## src/design/ssps_pkg.sv

```systemverilog
// Package for the state-space plant step core: sizes, fixed-point formats and
// the structs passed between the sequencer and the multiply-accumulate unit.
// No dependencies.
package ssps_pkg;

    localparam int ORDER      = 6;
    localparam int COEF_FRAC  = 28;
    localparam int STATE_FRAC = 16;

    localparam int DATA_W     = 32;
    localparam int IDX_W      = 6;
    localparam int COEF_COUNT = ORDER * ORDER + ORDER;
    localparam int COEF_AW    = (COEF_COUNT > 1) ? $clog2(COEF_COUNT) : 1;
    localparam int ROW_W      = (ORDER > 1) ? $clog2(ORDER) : 1;
    localparam int COL_W      = $clog2(ORDER + 1);
    localparam int PROD_W     = 2 * DATA_W;
    localparam int ACC_W      = PROD_W + $clog2(ORDER + 1) + 1;

    typedef struct packed {
        logic             vld;
        logic             first;
        logic             last;
        logic [ROW_W-1:0] row;
    } t_mac_tag;

    typedef struct packed {
        logic                     vld;
        logic [ROW_W-1:0]         row;
        logic signed [DATA_W-1:0] value;
        logic                     sat;
    } t_mac_res;

endpackage

```

## src/design/ssps_coef_ram.sv

```systemverilog
// Coefficient memory with one write port and one registered read port.
// Per-entry valid bits make never-written entries read as zero. Depends on ssps_pkg.
module ssps_coef_ram (
    input  logic                               i_clk,
    input  logic                               i_rst_n,
    input  logic                               i_wr_en,
    input  logic [ssps_pkg::COEF_AW-1:0]       i_wr_addr,
    input  logic signed [ssps_pkg::DATA_W-1:0] i_wr_data,
    input  logic [ssps_pkg::COEF_AW-1:0]       i_rd_addr,
    output logic signed [ssps_pkg::DATA_W-1:0] o_rd_data
);
    import ssps_pkg::*;

    logic signed [DATA_W-1:0] r_mem [COEF_COUNT];
    logic [COEF_COUNT-1:0]    r_valid;
    logic signed [DATA_W-1:0] r_rd_data;
    logic                     r_rd_valid;

    always_ff @(posedge i_clk) begin
        if (i_wr_en) begin
            r_mem[i_wr_addr] <= i_wr_data;
        end
        r_rd_data <= r_mem[i_rd_addr];
    end

    always_ff @(posedge i_clk) begin
        if (!i_rst_n) begin
            r_valid    <= '0;
            r_rd_valid <= 1'b0;
        end else begin
            if (i_wr_en) begin
                r_valid[i_wr_addr] <= 1'b1;
            end
            r_rd_valid <= r_valid[i_rd_addr];
        end
    end

    assign o_rd_data = r_rd_valid ? r_rd_data : '0;

endmodule

```

## config.mk

```make
export PLATFORM = sky130hd
export DESIGN_NAME = ssps_coef_ram
export DESIGN_NICKNAME = d
export VERILOG_FILES = /design/src/design/ssps_pkg.sv /design/src/design/ssps_coef_ram.sv
export SDC_FILE = /design/constraint.sdc
export NUM_CORES = 1
export LEC_CHECK = 0
export CAP_MARGIN = 30
export CORE_MARGIN = 2
export CORE_UTILIZATION = 40
export CTS_CLUSTER_DIAMETER = 60
export DETAILED_ROUTE_END_ITERATION = 10
export DONT_BUFFER_PORTS = 1
export SKIP_LAST_GASP = 1
export SYNTH_ARGS = -nofsm -noshare
export SYNTH_HDL_FRONTEND = slang
export SYNTH_SLANG_ARGS = --single-unit
```

## constraint.sdc

```tcl
create_clock -name i_clk -period 9 [get_ports i_clk]
set_input_delay 0.9 -clock i_clk [delete_from_list [all_inputs] [get_ports i_clk]]
set_output_delay 0.9 -clock i_clk [all_outputs]
set_load 0.05 [all_outputs]
```

==> run metrics <==
status=complete, but fails checks; violated checks=slew limit; Synth Instances=2552; #FFs+latches synth=around 1400; maximum number of pins on one net before global-route repair=about 430; Worst R2R Path Depth=4; layout cells sized above 1=between 20% and 30%; antenna-violating nets left=0; Warnings, synthesis=0; Nets=2665; pre-CTS setup slack=5.78 ns; die area=around 140000 µm²; final setup violation count=0; post_cts resized=0; r2r startpoint=r_mem[31][9]$_DFFE_PP_; setup repair bufs after CTS=0; Syn Nets=about 2600; setup_tns=0 ns; H-tree depth=4; Residual DRC=0; Hold Path Cell Cnt=0; reg-to-reg endpoint=r_rd_data[9]$_DFF_P_; Port Buffers=0; Post-Route WL=135000 µm; RSZ-0062 raised after global routing=no; first-pass GRT wire length=194000 µm; slew of the pin with the lowest slew margin=2.46 ns; Worst Hold Launch=i_wr_data[24]; Max Buffers Root-to-Sink=3; Clock Tree Root=clkbuf_16; relative slew slack=-64.0%; die height=370 µm; critical path class=in -> reg; period utilization=41.5%; most frequent cells in the layout=edfxtp_1, mux4_2, clkbuf_16; DR vias=~26000; Worst EP required=between 9 and 10 ns; number of global-route vias before repair=26600; vias per std cell=5.83; setup ws final=5.26 ns; syn_area_per_cell=21.0 µm²; row count=between 100 and 150; Max Cap Violations=0; IO Pins=79; register area share after synthesis=between 70% and 80%; leak pwr=~19 nW; Pre-antenna DRT Iters=5; FMAX=roughly 0.27 GHz; CTS buffer count=145; flop-to-flop setup slack=6.90 ns; Fin Clk Skew=0.0183 ns; GRT Resource Usage Total=19.8%; antenna violations before repair=8; GPL Wtd Cong=0.771; clock insertion delay at the later pin of the skew report=approximately 0.74 ns; Die W=between 300 and 400 µm; 1st-iter DRT viols=between 2000 and 3000; initial core utilization=approximately 40%; Final Max Tran Viols=179; arrival time worst endpoint=4.34 ns; crit start category=primary input; overall power=13.4 mW; leading cell type in the layout, fill and taps excluded=edfxtp_1; CTS tree=built; CTS Hold Bufs=0; core footprint=133000 µm²; worst ir drop on vdd=between 150 and 200 µV; Hold Violations, Final=0; routed len/inst=30.1 µm; # clock sinks=about 1400; Layout area overhead=12.9%; min Tclk post-route=3.74 ns; Worst Hold End=r_mem[12][24]$_DFFE_PP_; Worst-path clk slew=0.06 ns; total gr overflow=0; Worst setup EP type=flip-flop; Final HPWL DP=between 70000 and 80000 µm; post-synthesis cell type count=39; Power per Cell Area=222 nW/µm²; worst hold path type=in -> reg; Post-Syn Area=53500 µm²; crit-path max FO=425
-- critical path, cell delays in order --
cell     delay (ns)
mux4_2         1.31
a22oi_1        0.23
a21oi_1        0.17
or4_1          0.59
-- metrics by stage --
step | util, % | instance area (µm²) | hold slack [ns] | cells
after global placement | 42.0 | 55900 | 0.443 | 4239
after floorplan | - | 53500 | 0.435 | 2552
after CTS | 45.4 | 60400 | 0.203 | 4497
after detailed placement | 42.0 | 55900 | 0.447 | 4239
after global routing | 45.4 | 60400 | 0.215 | 4498
final | 45.4 | 60400 | 0.250 | 4500
-- registers in the layout (all words and copies together), names as in the netlist --
| register | flops |
|---|---|
| r_rd_valid | 1 |
| r_rd_data | 32 |
| r_mem | 1344 |
| r_valid | 42 |
-- final cells by class --
type,count,area (µm²)
Clock buffer,190,3950
Sequential cell,1419,41900
Tap cell,1768,2210
Timing Repair Buffer,67,503
Multi-Input combinational cell,984,11300
Fill cell,11100,72700
Inverter,1,3.75
Clock inverter,68,532
Antenna cell,3,7.51
-- layer usage --
| metal | share of wire, % | track usage (%) | vias up |
|---|---|---|---|
| met2 | 48 | 31.8 | 1096 |
| met1 | 41 | 27.0 | 14200 |
| met4 | 3.0 | 6.61 | 0 |
| met5 | 0 | 0 | - |
| li1 | - | - | 10700 |
| met3 | 7.9 | 4.23 | 209 |
-- kinds of logic (layout without fill, tap and decap cells) --
group	count (synthesis)	count (layout)	synth area share, %
muxes	438	438	14.6
and+or+nand+nor	275	275	2.59
other	0	3	0
buffers and inverters	149	326	1.24
AOI/OAI and AO/OA	271	271	3.35
DFF	1419	1419	78.2
-- Yosys cell counts (all sizes together) --
cell type	n	area (µm²)
mux2	132	1490
o41ai	1	8.76
and3	1	6.26
mux4	262	5900
nor2b	3	18.8
inv	1	3.75
o21ai	33	165
nor4bb	1	10.0
nor4b	1	8.76
or2	3	18.8
edfxtp	1344	40400
a311oi	1	8.76
nand3	2	10.0
and2	33	206
or4	32	240
mux2i	44	440
dfxtp	75	1500
nand4	1	6.26
nor3	47	235
or3	2	12.5
a31oi	1	6.26
nand2b	8	50.1
nor3b	2	15.0
and3b	2	17.5
o21a	42	315
o22ai	64	400
a22oi	96	721
nor4	1	6.26
nand2	103	387
nand3b	2	15.0
a32o	1	10.0
or3b	1	8.76
clkbuf	75	282
a21oi	32	160
buf	73	380
nor2	30	113
-- where the power goes --
part | total [mW] | leakage (nW) | switching, mW | internal, mW
clock network | 5.67 | 2.20 | 2.43 | 3.24
logic | 0.393 | 3.92 | 0.196 | 0.197
registers | 7.32 | 12.7 | 0.0359 | 7.28
-- worst max path at each step --
stage,to,start,slack [ns],cells after the start
6_report,r_rd_data[26]$_DFF_P_,i_rd_addr[0],5.26,4
5_1_grt,o_rd_data[17],r_rd_valid$_SDFF_PN0_,5.80,2
4_1_cts,o_rd_data[26],r_rd_valid$_SDFF_PN0_,5.86,2
3_5_place_dp,r_mem[33][21]$_DFFE_PP_,i_wr_addr[2],5.78,4
3_3_place_gp,r_mem[33][16]$_DFFE_PP_,i_wr_addr[2],5.84,4
2_1_floorplan,r_mem[13][0]$_DFFE_PP_,i_wr_addr[4],4.69,3
No activity file was read; power rests on OpenSTA's default activity.
