==> config.mk <==
export PLATFORM = sky130hd
export DESIGN_NAME = ssps_mac
export DESIGN_NICKNAME = d
export VERILOG_FILES = /design/src/design/ssps_pkg.sv /design/src/design/ssps_mac.sv
export SDC_FILE = /design/constraint.sdc
export NUM_CORES = 2
export LEC_CHECK = 0
export ABC_AREA = 1
export BUFFER_PORTS_ARGS = -buffer_cell sky130_fd_sc_hd__buf_2
export CORE_UTILIZATION = 54
export DETAILED_ROUTE_END_ITERATION = 8
export PLACE_DENSITY_LB_ADDON = 0.1
export SLEW_MARGIN = 5
export SYNTH_ARGS = -nofsm -noshare
export SYNTH_HDL_FRONTEND = slang
export SYNTH_SLANG_ARGS = --single-unit
==> constraint.sdc <==
create_clock -name i_clk -period 8.5 [get_ports i_clk]
set_input_delay 0 -clock i_clk [delete_from_list [all_inputs] [get_ports i_clk]]
set_output_delay 0 -clock i_clk [all_outputs]
set_load 0.05 [all_outputs]
==> src/design/ssps_pkg.sv <==
// Package for the state-space plant step core: sizes, fixed-point formats and
// the structs passed between the sequencer and the multiply-accumulate unit.
// No dependencies.
package ssps_pkg;

    localparam int ORDER      = 6;
    localparam int COEF_FRAC  = 28;
    localparam int STATE_FRAC = 16;

    localparam int DATA_W     = 32;
    localparam int IDX_W      = 6;
    localparam int COEF_COUNT = ORDER * ORDER + ORDER;
    localparam int COEF_AW    = (COEF_COUNT > 1) ? $clog2(COEF_COUNT) : 1;
    localparam int ROW_W      = (ORDER > 1) ? $clog2(ORDER) : 1;
    localparam int COL_W      = $clog2(ORDER + 1);
    localparam int PROD_W     = 2 * DATA_W;
    localparam int ACC_W      = PROD_W + $clog2(ORDER + 1) + 1;

    typedef struct packed {
        logic             vld;
        logic             first;
        logic             last;
        logic [ROW_W-1:0] row;
    } t_mac_tag;

    typedef struct packed {
        logic                     vld;
        logic [ROW_W-1:0]         row;
        logic signed [DATA_W-1:0] value;
        logic                     sat;
    } t_mac_res;

endpackage

==> src/design/ssps_mac.sv <==
// Shared multiply-accumulate unit: a registered 32x32 product, a wide
// accumulator, then rounding and saturation to Q16.16. Depends on ssps_pkg.
module ssps_mac (
    input  logic                               i_clk,
    input  logic                               i_rst_n,
    input  ssps_pkg::t_mac_tag                 i_tag,
    input  logic signed [ssps_pkg::DATA_W-1:0] i_coef,
    input  logic signed [ssps_pkg::DATA_W-1:0] i_oper,
    output ssps_pkg::t_mac_res                 o_res
);
    import ssps_pkg::*;

    localparam logic signed [ACC_W-1:0] RND =
        {{(ACC_W - COEF_FRAC){1'b0}}, 1'b1, {(COEF_FRAC - 1){1'b0}}};
    localparam logic signed [ACC_W-1:0] SAT_HI =
        {{(ACC_W - DATA_W + 1){1'b0}}, {(DATA_W - 1){1'b1}}};
    localparam logic signed [ACC_W-1:0] SAT_LO =
        {{(ACC_W - DATA_W + 1){1'b1}}, {(DATA_W - 1){1'b0}}};

    t_mac_tag                 r_p_tag;
    logic signed [PROD_W-1:0] r_prod;
    logic                     r_a_done;
    logic [ROW_W-1:0]         r_a_row;
    logic signed [ACC_W-1:0]  r_acc;
    logic signed [ACC_W-1:0]  w_prod_ext;
    logic signed [ACC_W-1:0]  w_rnd;
    logic signed [ACC_W-1:0]  w_sh;
    t_mac_res                 r_res;

    assign w_prod_ext = ACC_W'(r_prod);
    assign w_rnd      = r_acc + RND;
    assign w_sh       = w_rnd >>> COEF_FRAC;

    always_ff @(posedge i_clk) begin
        r_prod  <= i_coef * i_oper;
        r_a_row <= r_p_tag.row;
        if (r_p_tag.vld) begin
            r_acc <= r_p_tag.first ? w_prod_ext : r_acc + w_prod_ext;
        end
    end

    always_ff @(posedge i_clk) begin
        if (!i_rst_n) begin
            r_p_tag   <= '0;
            r_a_done  <= 1'b0;
            r_res.vld <= 1'b0;
        end else begin
            r_p_tag   <= i_tag;
            r_a_done  <= r_p_tag.vld && r_p_tag.last;
            r_res.vld <= r_a_done;
            r_res.row <= r_a_row;
            if (w_sh > SAT_HI) begin
                r_res.value <= SAT_HI[DATA_W-1:0];
                r_res.sat   <= 1'b1;
            end else if (w_sh < SAT_LO) begin
                r_res.value <= SAT_LO[DATA_W-1:0];
                r_res.sat   <= 1'b1;
            end else begin
                r_res.value <= w_sh[DATA_W-1:0];
                r_res.sat   <= 1'b0;
            end
        end
    end

    assign o_res = r_res;

endmodule

==> qor.csv <==
metric,value,unit
Skew-Pair Late Insertion Delay,0.47,ns
grt total ovfl,0,
GRT Total Usage,34.0,%
synthesized area,0.0505,mm²
# rows,111,
Initial Util,54.8,%
WL/cell,19.4,µm
DRC violations left,0,
TritonCTS clock tree,built,
# fillers,8948,
Die X,308,µm
drt first pass iters,6,
storage element area,0.00463,mm²
Max Cap Viol,0,
cell accounting for the most synthesized area,fa_1,
first-pass GRT wire length,246,mm
area added between synthesis and finish,4.83,%
Min-Delay Path Class,input port to flop,
Crit Path Class,input port to flop,
final setup vio count,0,
final worst path period need,7.35,ns
Ys Warns,0,
n_diodes,0,
CP Capture Type,flop,
nets,8069,
mean post-synth cell area,7.57,µm²
Post-Syn Nets,8077,
Die ar.,0.0947,mm²
Post-Synth Adder-Cell Area,49.2,%
met3 WL,10.0,mm
Fin. Hold Viols,0,
postcts setup bufs,0,
1st-iter DRT viols,3111,
mux contribution to synthesized area,0,%
hpwl dp,131,mm
"Seq/Total Area, Yosys",9.16,%
cells after synthesis,6670,
status,"complete, no violations",
Vias,41200,
largest family of logic cells by synthesized area,adder cells,
metal1 wirelength,65.6,mm
RSZ-0062 raised after global routing,no,
Die Y,308,µm
leading post-synthesis cells by cell area,"fa_1 43%, nand2_1 15%, inv_1 14%",
Post-synth EDFFs,104,
"Slew Viols, Final",0,
Worst EP arrival,7.72,ns
largest net degree at the start of global routing,80,
Final Cycle Share,86.5,%
DR WL met2,73.3,mm
crit path max fanout,32,
H-tree levels,4,
Port-buffer cells,108,
routability congestion estimate,0.998,
register clock-pin slew on the reported worst setup and hold paths,0.08,ns
Layout Skew,0.0213,ns
Startpoint Class,input port,
core box area,0.0921,mm²
Total Wirelength,153,mm
slew margin rel.,28.3,%
Synth Register Bits,179,
CTS Root Cell,clkbuf_16,
Simple-Gate Fraction of Synth Area,20.5,%
Vias/cell,5.20,
async set-reset flop share out of synthesis,0,%
compound-gate portion of the synthesized area,3.75,%
vias in the first global route,43800,
"commonest non-fill, non-tap cell in the layout",nand2_1,
most frequent cells in the layout,"1964 x nand2_1, 1869 x inv_1, 1083 x fa_1, 373 x nor2_1, 252 x ha_1",
Top Layer Used,met5,
ratio of cells with drive above 1 in the final layout,3.79,%
Final ANT Viol Nets,0,
pre-CTS setup slack,0.641,ns
Max Freq,0.136,GHz
CP required,8.86,ns
number of buffers created by CTS,17,
antenna violations before repair,4,
Clock Sinks,179,
Synth cell types,37,
Post-synth top flop,edfxtp_1,
IO Pins,109,
setup TNS,0,ns
multi-input logic area,0.0380,mm²
Yosys top cell area share,43.0,%
Clock Tree Buf Depth,2,
Slew @ Worst Pin,1.08,ns
post-route setup slack,1.15,ns
Synth Area in XOR/XNOR,1.80,%
## layout make-up
cell class	instances	share of cell area, %
flip-flops and latches	179	8.74
clock buffers	17	0.804
repair buffers	186	2.16
multi-input cells	4407	71.8
well taps	1243	2.94
inverters	1871	13.3
clock inverters	15	0.262
## critical path, cell delays in order
cell and delay, ns:
buf_2 0.60, nand2_1 0.21, fa_1 0.78, fa_1 0.67, fa_1 0.81, inv_1 0.25, fa_1 0.51, fa_1 0.51
fa_1 0.52, inv_1 0.05, fa_1 0.46, fa_1 0.51, inv_1 0.05, ha_1 0.37, nand2_1 0.12, nor2_1 0.20
inv_1 0.08, nor2_1 0.20, nand2_1 0.13, nor3_1 0.14, nand2_1 0.09, nand3_1 0.20, xor2_1 0.24
## Yosys cell counts (39+ instances only)
library cell  number
nor2_1           373
nand2_1         1964
nand3_1          156
xnor2_1           39
fa_1            1083
inv_1           1869
o21ai_0          105
clkbuf_1         204
xor2_1            65
a21oi_1          178
dfxtp_1           75
ha_1             252
edfxtp_1         104
## sequential cells by signal, indices dropped and copies added, names as in the netlist
name / count
o_res: 37
r_a_done: 1
r_a_row: 3
r_p_tag: 6
r_acc: 68
r_prod: 64
## kinds of logic (layout without fill, tap and decap cells)
logic type | count (synthesis) | after routing
buf+inv | 2084 | 2089
fa+ha+maj | 1335 | 1335
flops | 179 | 179
xor+xnor | 104 | 104
simple gates | 2622 | 2622
compound gates | 346 | 346
## routing by layer
metal / up-vias / track usage (%)
li1: 19000 / -
met1: 20500 / 46.4
met2: 1436 / 57.1
met3: 253 / 4.23
met4: 8 / 9.28
met5: - / 0
## path summary, 6_finish.rpt
path,endpoint,startpoint,cells after the start,slack [ns]
hold reg to reg,r_a_row[2],r_p_tag[2],0,0.33
hold / removal,r_prod[0],i_oper[0],3,0.08
setup reg to reg,r_acc[39],r_acc[2],12,5.36
setup / recovery,r_prod[56],i_oper[9],23,1.15
## timing repair
| action | 4_1_cts | 5_1_grt |
|---|---|---|
| resized for setup | 0 | 0 |
| hold buffers | 6 | 0 |
| endpoints found under the hold margin | 6 | 0 |
## through the flow
step	utilization [%]	cell area, µm²	cells	hold WS, ns
2_1_floorplan	-	50500	6670	0.0935
5_1_grt	57.5	52900	7918	0.0940
3_5_place_dp	56.8	52300	7880	0.190
3_3_place_gp	56.8	52300	7880	0.190
6_report	57.5	52900	7918	0.0818
4_1_cts	57.5	52900	7918	0.0550
Power is left out: the tool's default activity adds up to more than one toggle a clock period on the data nets, which glitch-free logic cannot reach.
